**config.mk**
```make
export PLATFORM = sky130hd
export DESIGN_NAME = tlb_lru_lookup_insert
export DESIGN_NICKNAME = d
export VERILOG_FILES = /design/src/hw/rtl/tlb_pkg.sv /design/src/hw/rtl/tlb_cell.sv /design/src/hw/rtl/tlb_lru_lookup_insert.sv
export SDC_FILE = /design/constraint.sdc
export NUM_CORES = 2
export LEC_CHECK = 0
export BUFFER_PORTS_ARGS = -buffer_cell sky130_fd_sc_hd__buf_2
export CAP_MARGIN = 25
export CORE_ASPECT_RATIO = 1.5
export CORE_MARGIN = 5
export CORE_UTILIZATION = 62
export DETAILED_ROUTE_END_ITERATION = 12
export GPL_TIMING_DRIVEN = 0
export HOLD_SLACK_MARGIN = 0.1
export PLACE_DENSITY_LB_ADDON = 0.15
export SYNTH_ARGS = -nofsm -noshare
export SYNTH_HDL_FRONTEND = slang
export SYNTH_SLANG_ARGS = --single-unit
```
**constraint.sdc**
```tcl
create_clock -name clk -period 3.75 [get_ports clk]
set_input_delay 0.75 -clock clk [delete_from_list [all_inputs] [get_ports clk]]
set_output_delay 0.75 -clock clk [all_outputs]
set_load 0.1 [all_outputs]
```
**src/hw/rtl/tlb_pkg.sv**
```systemverilog
`default_nettype none

package tlb_pkg;

	localparam int unsigned ENTRIES_DEF = 16;
	localparam int unsigned PAGE_W      = 20;
	localparam int unsigned FRAME_W     = 16;
	localparam int unsigned CNT_W       = 32;

	typedef logic [PAGE_W-1:0]  page_t;
	typedef logic [FRAME_W-1:0] frame_t;
	typedef logic [CNT_W-1:0]   cnt_t;

	typedef enum logic [0:0] {
		ACT_LOOKUP = 1'b0,
		ACT_INSERT = 1'b1
	} action_t;

	typedef struct packed {
		action_t action;
		page_t   page;
		frame_t  frame_in;
		logic    is_write;
		logic    read_only_in;
	} req_t;

	typedef struct packed {
		logic   hit;
		frame_t frame_out;
		cnt_t   hits_total;
		cnt_t   misses_total;
		cnt_t   inserts_total;
	} rsp_t;

	// scan token handed from cell to cell
	typedef struct packed {
		logic   active;
		logic   match;
		logic   match_ro;
		logic   free;
		frame_t match_frame;
	} tok_t;

	typedef enum logic [1:0] {
		TGT_MATCH = 2'd0,
		TGT_FREE  = 2'd1,
		TGT_LRU   = 2'd2
	} tgt_t;

	// update broadcast to every cell
	typedef struct packed {
		logic   en;
		logic   ins;
		tgt_t   tgt;
		page_t  page;
		frame_t frame;
		logic   ro;
	} cmd_t;

	typedef enum logic [1:0] {
		ST_IDLE   = 2'd0,
		ST_LAUNCH = 2'd1,
		ST_SCAN   = 2'd2
	} state_t;

endpackage

`default_nettype wire

```
**src/hw/rtl/tlb_cell.sv**
```systemverilog
`default_nettype none

module tlb_cell #(
	parameter int unsigned ENTRIES = tlb_pkg::ENTRIES_DEF,
	parameter int unsigned IDX     = 0,
	localparam int unsigned RW     = $clog2(ENTRIES)
) (
	input  logic             clk,
	input  logic             arst_n,
	input  tlb_pkg::tok_t    tok_prev,
	input  logic [RW-1:0]    mrank_prev,
	input  logic [RW-1:0]    frank_prev,
	output tlb_pkg::tok_t    tok_next,
	output logic [RW-1:0]    mrank_next,
	output logic [RW-1:0]    frank_next,
	input  tlb_pkg::cmd_t    cmd,
	input  logic [RW-1:0]    cmd_rank
);

	import tlb_pkg::*;

	logic          valid_q;
	page_t         page_q;
	frame_t        frame_q;
	logic          ro_q;
	logic [RW-1:0] rank_q;
	logic          sel_m_q;
	logic          sel_f_q;
	logic          sel_l_q;

	logic hit_here;
	logic m_here;
	logic f_here;
	logic l_here;
	logic tgt_here;
	logic older;

	assign hit_here = valid_q && (page_q == cmd.page);
	assign m_here   = hit_here && !tok_prev.match;
	assign f_here   = !valid_q && !tok_prev.free;
	assign l_here   = (rank_q == RW'(ENTRIES - 1));
	assign older    = (rank_q < cmd_rank);

	always_comb begin
		unique case (cmd.tgt)
			TGT_MATCH: tgt_here = sel_m_q;
			TGT_FREE:  tgt_here = sel_f_q;
			TGT_LRU:   tgt_here = sel_l_q;
			default:   tgt_here = 1'b0;
		endcase
	end

	always_ff @(posedge clk or negedge arst_n) begin
		if (!arst_n) begin
			valid_q  <= 1'b0;
			rank_q   <= RW'(IDX);
			sel_m_q  <= 1'b0;
			sel_f_q  <= 1'b0;
			sel_l_q  <= 1'b0;
			tok_next <= '0;
		end else begin
			tok_next.active      <= tok_prev.active;
			tok_next.match       <= tok_prev.match || hit_here;
			tok_next.match_ro    <= m_here ? ro_q : tok_prev.match_ro;
			tok_next.free        <= tok_prev.free || !valid_q;
			tok_next.match_frame <= m_here ? frame_q : tok_prev.match_frame;
			if (tok_prev.active) begin
				sel_m_q <= m_here;
				sel_f_q <= f_here;
				sel_l_q <= l_here;
			end
			if (cmd.en) begin
				if (tgt_here) begin
					rank_q <= '0;
				end else if (older) begin
					rank_q <= rank_q + 1'b1;
				end
				if (tgt_here && cmd.ins) begin
					valid_q <= 1'b1;
				end
			end
		end
	end

	always_ff @(posedge clk) begin
		mrank_next <= m_here ? rank_q : mrank_prev;
		frank_next <= f_here ? rank_q : frank_prev;
		if (cmd.en && cmd.ins && tgt_here) begin
			page_q  <= cmd.page;
			frame_q <= cmd.frame;
			ro_q    <= cmd.ro;
		end
	end

endmodule

`default_nettype wire

```
**src/hw/rtl/tlb_lru_lookup_insert.sv**
```systemverilog
// the taken transaction is registered, then the launch state starts a scan token that
// walks the row of entry cells one cell per cycle; when it leaves the last cell the
// update is broadcast and done is registered; start is ignored while busy
// the receiver cannot stall; each result is shown for one cycle with done
// reset: all entries invalid, recency in entry index order, counters zero
`default_nettype none

module tlb_lru_lookup_insert #(
	parameter int unsigned ENTRIES = tlb_pkg::ENTRIES_DEF
) (
	input  logic          clk,
	input  logic          arst_n,
	input  logic          start,
	input  tlb_pkg::req_t req,
	output logic          busy,
	output logic          done,
	output tlb_pkg::rsp_t rsp
);

	import tlb_pkg::*;

	localparam int unsigned RW = $clog2(ENTRIES);

	state_t        state_q;
	state_t        state_d;
	req_t          req_q;
	tok_t          tok   [ENTRIES+1];
	logic [RW-1:0] mrank [ENTRIES+1];
	logic [RW-1:0] frank [ENTRIES+1];
	cmd_t          cmd;
	logic [RW-1:0] cmd_rank;
	logic          accept;
	logic          launch;
	logic          finish;
	logic          is_ins;
	logic          lookup_hit;
	logic          done_q;
	logic          hit_q;
	frame_t        frame_out_q;
	cnt_t          hits_q;
	cnt_t          misses_q;
	cnt_t          inserts_q;

	assign accept = start && !busy;
	assign finish = tok[ENTRIES].active;

	always_comb begin
		state_d = state_q;
		unique case (state_q)
			ST_IDLE:   if (accept) state_d = ST_LAUNCH;
			ST_LAUNCH: state_d = ST_SCAN;
			ST_SCAN:   if (finish) state_d = ST_IDLE;
			default:   state_d = ST_IDLE;
		endcase
	end

	always_comb begin
		unique case (state_q)
			ST_IDLE: begin
				busy   = 1'b0;
				launch = 1'b0;
			end
			ST_LAUNCH: begin
				busy   = 1'b1;
				launch = 1'b1;
			end
			default: begin
				busy   = 1'b1;
				launch = 1'b0;
			end
		endcase
	end

	always_ff @(posedge clk or negedge arst_n) begin
		if (!arst_n) begin
			state_q <= ST_IDLE;
		end else begin
			state_q <= state_d;
		end
	end

	always_ff @(posedge clk) begin
		if (accept) begin
			req_q <= req;
		end
	end

	assign tok[0]   = '{active: launch, match: 1'b0, match_ro: 1'b0, free: 1'b0,
	                    match_frame: '0};
	assign mrank[0] = '0;
	assign frank[0] = '0;

	for (genvar i = 0; i < ENTRIES; i++) begin : g_cell
		tlb_cell #(
			.ENTRIES (ENTRIES),
			.IDX     (i)
		) u_cell (
			.clk        (clk),
			.arst_n     (arst_n),
			.tok_prev   (tok[i]),
			.mrank_prev (mrank[i]),
			.frank_prev (frank[i]),
			.tok_next   (tok[i+1]),
			.mrank_next (mrank[i+1]),
			.frank_next (frank[i+1]),
			.cmd        (cmd),
			.cmd_rank   (cmd_rank)
		);
	end

	assign is_ins     = (req_q.action == ACT_INSERT);
	assign lookup_hit = !is_ins && tok[ENTRIES].match
	                    && !(req_q.is_write && tok[ENTRIES].match_ro);

	always_comb begin
		cmd.en    = finish && (is_ins || lookup_hit);
		cmd.ins   = is_ins;
		cmd.page  = req_q.page;
		cmd.frame = req_q.frame_in;
		cmd.ro    = req_q.read_only_in;
		priority if (!is_ins || tok[ENTRIES].match) begin
			cmd.tgt  = TGT_MATCH;
			cmd_rank = mrank[ENTRIES];
		end else if (tok[ENTRIES].free) begin
			cmd.tgt  = TGT_FREE;
			cmd_rank = frank[ENTRIES];
		end else begin
			cmd.tgt  = TGT_LRU;
			cmd_rank = RW'(ENTRIES - 1);
		end
	end

	always_ff @(posedge clk or negedge arst_n) begin
		if (!arst_n) begin
			done_q    <= 1'b0;
			hits_q    <= '0;
			misses_q  <= '0;
			inserts_q <= '0;
		end else begin
			done_q <= finish;
			if (finish) begin
				priority if (is_ins) begin
					if (inserts_q != '1) inserts_q <= inserts_q + 1'b1;
				end else if (lookup_hit) begin
					if (hits_q != '1) hits_q <= hits_q + 1'b1;
				end else begin
					if (misses_q != '1) misses_q <= misses_q + 1'b1;
				end
			end
		end
	end

	always_ff @(posedge clk) begin
		if (finish) begin
			hit_q       <= lookup_hit;
			frame_out_q <= lookup_hit ? tok[ENTRIES].match_frame : '0;
		end
	end

	assign done = done_q;
	assign rsp  = '{hit: hit_q, frame_out: frame_out_q, hits_total: hits_q,
	               misses_total: misses_q, inserts_total: inserts_q};

	a_done_not_busy: assert property (@(posedge clk) disable iff (!arst_n)
		done |-> !busy)
		else $error("result strobe while busy");

	a_accept_busy: assert property (@(posedge clk) disable iff (!arst_n)
		accept |=> busy && state_q == ST_LAUNCH)
		else $error("accepted transaction did not launch");

	a_token_in_scan: assert property (@(posedge clk) disable iff (!arst_n)
		finish |-> state_q == ST_SCAN)
		else $error("scan token arrived outside scan");

	a_hit_lookup: assert property (@(posedge clk) disable iff (!arst_n)
		done && rsp.hit |-> req_q.action == ACT_LOOKUP)
		else $error("hit reported for insert");

endmodule

`default_nettype wire
```
======== Yosys cells after proc, flatten, opt, wreduce, memory -nomap -nowiden ========
Cells that the tools add are included.
storage, ports and cells
  flip-flop bits (word level) ............. 1323
  output and inout port bits .............. 115
  word-level logic and storage cells ...... 667
operators by class
  add/subtract/negate cells ............... 19
  $lt $le $gt $ge ......................... 16
  equality and inequality tests ........... 41
  multiplexer cells ....................... 119
  bitwise logic cells ..................... 2
  reduce and logical (&&, ||, !) cells .... 218
operators by type and width
  cell                     count
  $eq A20 B20 Y1           16
  $mux W16                 16
  $mux W4                  64
  $add A32 B1 Y32 const B  3
  $ne A32 B32 Y1 const B   3
  $logic_and A1 B1 Y1      84
  $reduce_and A2 Y1        33
  $add A4 B1 Y4 const B    16
  $eq A4 B4 Y1 const B     16
  $lt A4 B4 Y1             16
  $logic_not A1 Y1         48
  $pmux W1 S3              16
  $logic_or A1 B1 Y1       32
  $reduce_bool A2 Y1       16
  $mux W1                  18
  $mux W2                  4
  $reduce_and A4 Y1        2
  $pmux W2 S3              1
  $eq A2 B1 Y1 const B     2
  $eq A2 B2 Y1 const B     2
  $logic_not A2 Y1         2
  $reduce_and A3 Y1        1
  $ne A2 B1 Y1 const B     1
  $ne A2 B2 Y1 const B     1
  $not A1 Y1               2

======== Logic depth before layout (Yosys ltp) ========
  depth in word-level cells ............... 7
  gate-level depth with buffers ........... 13

======== Modules after synthesis ========
Synthesis repeated with hierarchy kept, for this count alone.
second synthesis, totals
  cells, all modules ...................... 3438
  area, all modules ....................... 52497.8 um^2
by module, submodules not included
  module                             instances  cells an instance  area each (um^2)  seq. area each (um^2)
  tlb_cell at g_cell[10].u_cell ...  6          181                2862.7            1974.4
  tlb_cell at g_cell[11].u_cell ...  4          181                2864.0            1975.6
  tlb_cell at g_cell[1].u_cell ...   4          181                2861.5            1973.1
  tlb_lru_lookup_insert              1          542                6693.9            4159.0
  tlb_cell at g_cell[15].u_cell      1          181                2865.2            1976.9
  tlb_cell at g_cell[0].u_cell       1          181                2860.2            1971.9

======== Worst setup path before layout ========
OpenSTA, ideal clock, no wires.
  path kind ............................... reg-to-reg
  from .................................... reg g_cell[15].u_cell.tok_next[19] in the netlist's numbering
  to ...................................... reg g_cell[10].u_cell.frame_q[0], enable pin
  setup time .............................. 0.432 ns
  arrival time ............................ 2.943 ns
  data required time ...................... 3.318 ns
  path slack .............................. 0.374 ns
  stages on the path, launching flop included .. 5
  period minus slack after synthesis ...... 3.376 ns
  cells stage by stage .................... dfrtp_1 -> nand2_1 -> clkbuf_1 -> clkbuf_1 -> nor2_1
on the way
  longest elaborated chain between the ends .. 3
ends and longest elaborated chain
  item                               RTL line                      source
  from (decl)                        tlb_cell.sv:13                output tlb_pkg::tok_t tok_next,
  $logic_and A1 B1 Y1                tlb_lru_lookup_insert.sv:116  cmd.en = finish && (is_ins || lookup_hit);
  $logic_and A1 B1 Y1 (2 in series)  tlb_cell.sv:88                if (cmd.en && cmd.ins && tgt_here) begin
  to (signal assigned)               tlb_cell.sv:90                frame_q <= cmd.frame;
  to (decl)                          tlb_cell.sv:24                frame_t frame_q;
No other way between the ends.
A chain may end at the register's enable or synchronous reset.

======== Final worst setup path ========
  from .................................... reg req_q, in the netlist cmd[29]
  to ...................................... reg g_cell[15].u_cell.mrank_next[2]
on the way
  longest elaborated chain between the ends .. 4
ends and longest elaborated chain
  item                    RTL line                     source
  from (decl)             tlb_lru_lookup_insert.sv:26  req_t req_q;
  from (signal assigned)  tlb_lru_lookup_insert.sv:84  req_q <= req;
  $eq A20 B20 Y1          tlb_cell.sv:38               assign hit_here = valid_q && (page_q == cmd.page);
  $logic_and A1 B1 Y1     tlb_cell.sv:38
  $logic_and A1 B1 Y1     tlb_cell.sv:39               assign m_here = hit_here && !tok_prev.match;
  $mux W4                 tlb_cell.sv:86               mrank_next <= m_here ? rank_q : mrank_prev;
  to (signal assigned)    tlb_cell.sv:86
  to (decl)               tlb_cell.sv:14               output logic [RW-1:0] mrank_next,
No other way between the ends.

==> results.txt <==
Most used cell, CP = buf_6
Die Area = 0.09004 mm^2
Largest net degree at the start of global routing = 121
Die H = 365.0 um
Layout cells sized above 1 = 0.2601
Drt drc = 0
Dpl cells = 4592
TritonCTS buffer count = 115
Setup Skew = 31.78 ps
Setup violations, final = 0
Post-Synthesis Net Count = 3377
Slew headroom = 0.2592
Hold EP = cmd[35]
Peak supply drop = 532.2 uV
Count leader, synth = edfxtp_1
Initial Utilization = 0.6231
Reg area = 0.03575 mm^2
Crit-path slowest cell = nor4_1
Fill count = 5461
Worst Setup SP = cmd[29]
Final period util = 0.9948
Routed wire per std cell = 25.03 um
Synth top area share = 0.3735
Clock-pin slew on the worst setup and hold paths = 60 ps
CTS max path bufs = 3
Hold path startpoint = req[36]
FF+latch count, synth = 1323
Port-buffer cells = 156
R2R setup slack = 20 ps
Multi-input gate area = 0.01513 mm^2
Worst-path maximum fanout = 10
Initial antenna violation count = 1
Area growth from synthesis to layout = 13.46%
Worst endpoint required time = 4330 ps
Placement Cell Area = 0.05507 mm^2
Number of synthesized flops with an enable pin = 648
Run status = complete, no violations
Die X = 246.7 um
Post-route insts no fill = 4847
Synth top cells by count = edfxtp_1, dfrtp_1, xnor2_1
Hold depth = 1
Crit. End Element = flop
Final global-route overflow total = 0
Share of flip-flops with an asynchronous set or reset = 0.4135
Via Count = 28391
CP Launch Type = flop
PwrDens = 572.0 mW/mm^2
Mapped Area = 0.05210 mm^2
FF-to-FF Start = cmd[29]
Core footprint = 0.08361 mm^2
Seq/Total Area, Yosys = 0.6862
Total negative slack = 0 ps
IO Count = 157
First-pass GRT wire length = 183.0 mm
Total global-route track usage = 0.2729
Fin. max-slew vios = 0
Yosys top cell by area = edfxtp_1
Nets = 3712
Routed WL = 121.3 mm
CP peak stage delay = 860 ps
Worst hold path type = in2reg
Top Family by Delay on Critical Path = simple AND/OR/NAND/NOR gates
DP Wirelength = 81.18 mm
Worst path cell trace = buf_12 -> buf_4 -> xor2_1 -> nor4_1 -> nand3_1 -> or4_1 -> or2_1 -> buf_6 -> buf_6 -> mux2_4
Pre-antenna DRT Iters = 5
Synthesis Warnings = 0
Top FF cell, synth = edfxtp_1
Maximum clock frequency = 268.1 MHz
Synth unique cells = 65
Worst reg2reg endpoint = g_cell[15].u_cell.mrank_next[2]
RSZ-0062 raised after global routing = false
Slew @ Worst Pin = 1111 ps
Drt via density = 5.857
Htree depth = 3
Placer Congestion = 0.8762
TritonCTS clock tree = done
First DRT Iteration DRCs = 2144
Arr. time, crit path = 4310 ps
Crit path kind = reg2reg
Minimum clock period = 3730 ps
Max_cap viols = 0
Post-Layout Inst Area = 0.05911 mm^2
CP bufs+invs = 4
Final ANT Viol Nets = 0
Reg2Reg Depth = 10
FP Rows = 130
Tot Pwr = 0.03381 W
Synth Instances = 3284
Root buffer cell = clkbuf_16
Vias in the first global route = 29981
Clk Latency, worst-skew pair = 720 ps
CTS sink count = 1323
Leakage power = 24.51 nW
Avg Inst Size Synth = 15.86 um^2
Final hold viol count = 0
Area contributors post-synth = edfxtp_1, dfrtp_1, mux2_4, dfxtp_1, xnor2_1
-- where the power goes --
| group | switching [W] | internal (W) |
|---|---|---|
| Sequential | 0.000872 | 0.0164 |
| Clock | 0.00515 | 0.00640 |
| Combinational | 0.00327 | 0.00167 |
| Total | 0.00929 | 0.0245 |
-- kinds of logic (layout without fill, tap and decap cells) --
family / Yosys count / count (layout) / synth area share
flops: 1323 / 1323 / 0.6862
simple gates: 627 / 627 / 0.06564
mux: 437 / 437 / 0.1102
xor+xnor: 425 / 425 / 0.07145
buf+inv: 213 / 651 / 0.02625
compound gates: 208 / 208 / 0.02798
fa+ha+maj: 51 / 51 / 0.01225
other cells: 0 / 3 / 0
-- sequential cells by signal (all words and copies together) (netlist names), 16 cells and up --
signal	flops
misses_q	32
g_cell.u_cell.frank_next	64
g_cell.u_cell.sel_m_q	16
g_cell.u_cell.tok_next	320
g_cell.u_cell.valid_q	16
g_cell.u_cell.frame_q	256
g_cell.u_cell.sel_f_q	16
g_cell.u_cell.sel_l_q	16
g_cell.u_cell.ro_q	16
inserts_q	32
g_cell.u_cell.page_q	320
g_cell.u_cell.rank_q	64
g_cell.u_cell.mrank_next	64
cmd	37
hits_q	32
frame_out_q	16
-- how the worst max path moves through the flow --
stage | slack (ps) | cells past startpoint | to
after floorplan | 370 | 4 | g_cell[10].u_cell.frame_q[0]
after global placement | -9330 | 1 | g_cell[2].u_cell.tok_next[12]
after detailed placement | -710 | 9 | g_cell[14].u_cell.tok_next[5]
after CTS | 30 | 10 | g_cell[2].u_cell.tok_next[3]
after global routing | 2 | 11 | g_cell[10].u_cell.rank_q[0]
final | 20 | 10 | g_cell[15].u_cell.mrank_next[2]
-- metal layers --
layer | routed length (um) | track usage
met5 | 0 | 0
met4 | 7694 | 0.1494
met3 | 6507 | 0.04320
met2 | 64740 | 0.4964
met1 | 42380 | 0.3067
-- per-stage QoR --
stage	util	hold WS [ps]	setup slack, ps
final	0.7070	204.7	19.62
after CTS	0.7067	157.0	29.25
after detailed placement	0.6587	437.4	-707.5
after global placement	0.6493	431.0	-9333
after global routing	0.7069	170.3	2.240
after floorplan	-	423.1	374.3
-- cell type report --
type,count,area share
plain buffers,132,0.01799
diodes,3,0.0001270
clock buffers,177,0.05696
well taps,1122,0.02375
flip-flops and latches,1323,0.6048
inverters,81,0.005144
repair buffers,218,0.02955
multi-input cells,1748,0.2560
clock inverters,43,0.005610
-- layout by cell type (no fill, tap or decap), types with 32 or more instances in the layout --
master     synthesis  routed
a21oi_1           33      33
and2_1            42      42
buf_2             19     176
buf_6             56      56
clkbuf_1          41      83
clkbuf_16          0     120
dfrtp_1          515     515
dfstp_2           32      32
dfxtp_1          128     128
edfxtp_1         648     648
ha_1              51      51
inv_1             81      81
mux2_2           181     181
mux2_4           228     228
nand2_1           82      82
nand3_1           86      86
nand4_1           93      93
nor2_1           117     100
nor4_1            37      34
o211ai_1          45      45
xnor2_1          251     251
xor2_1           174     174
-- what timing repair did --
item,4_1_cts,5_1_grt
setup buffers,30,0
endpoints found under the hold margin,58,0
setup endpoints to repair,313,19
hold buffers,1,0
gates resized for setup,2,1
No activity file was read; power rests on OpenSTA's default activity.
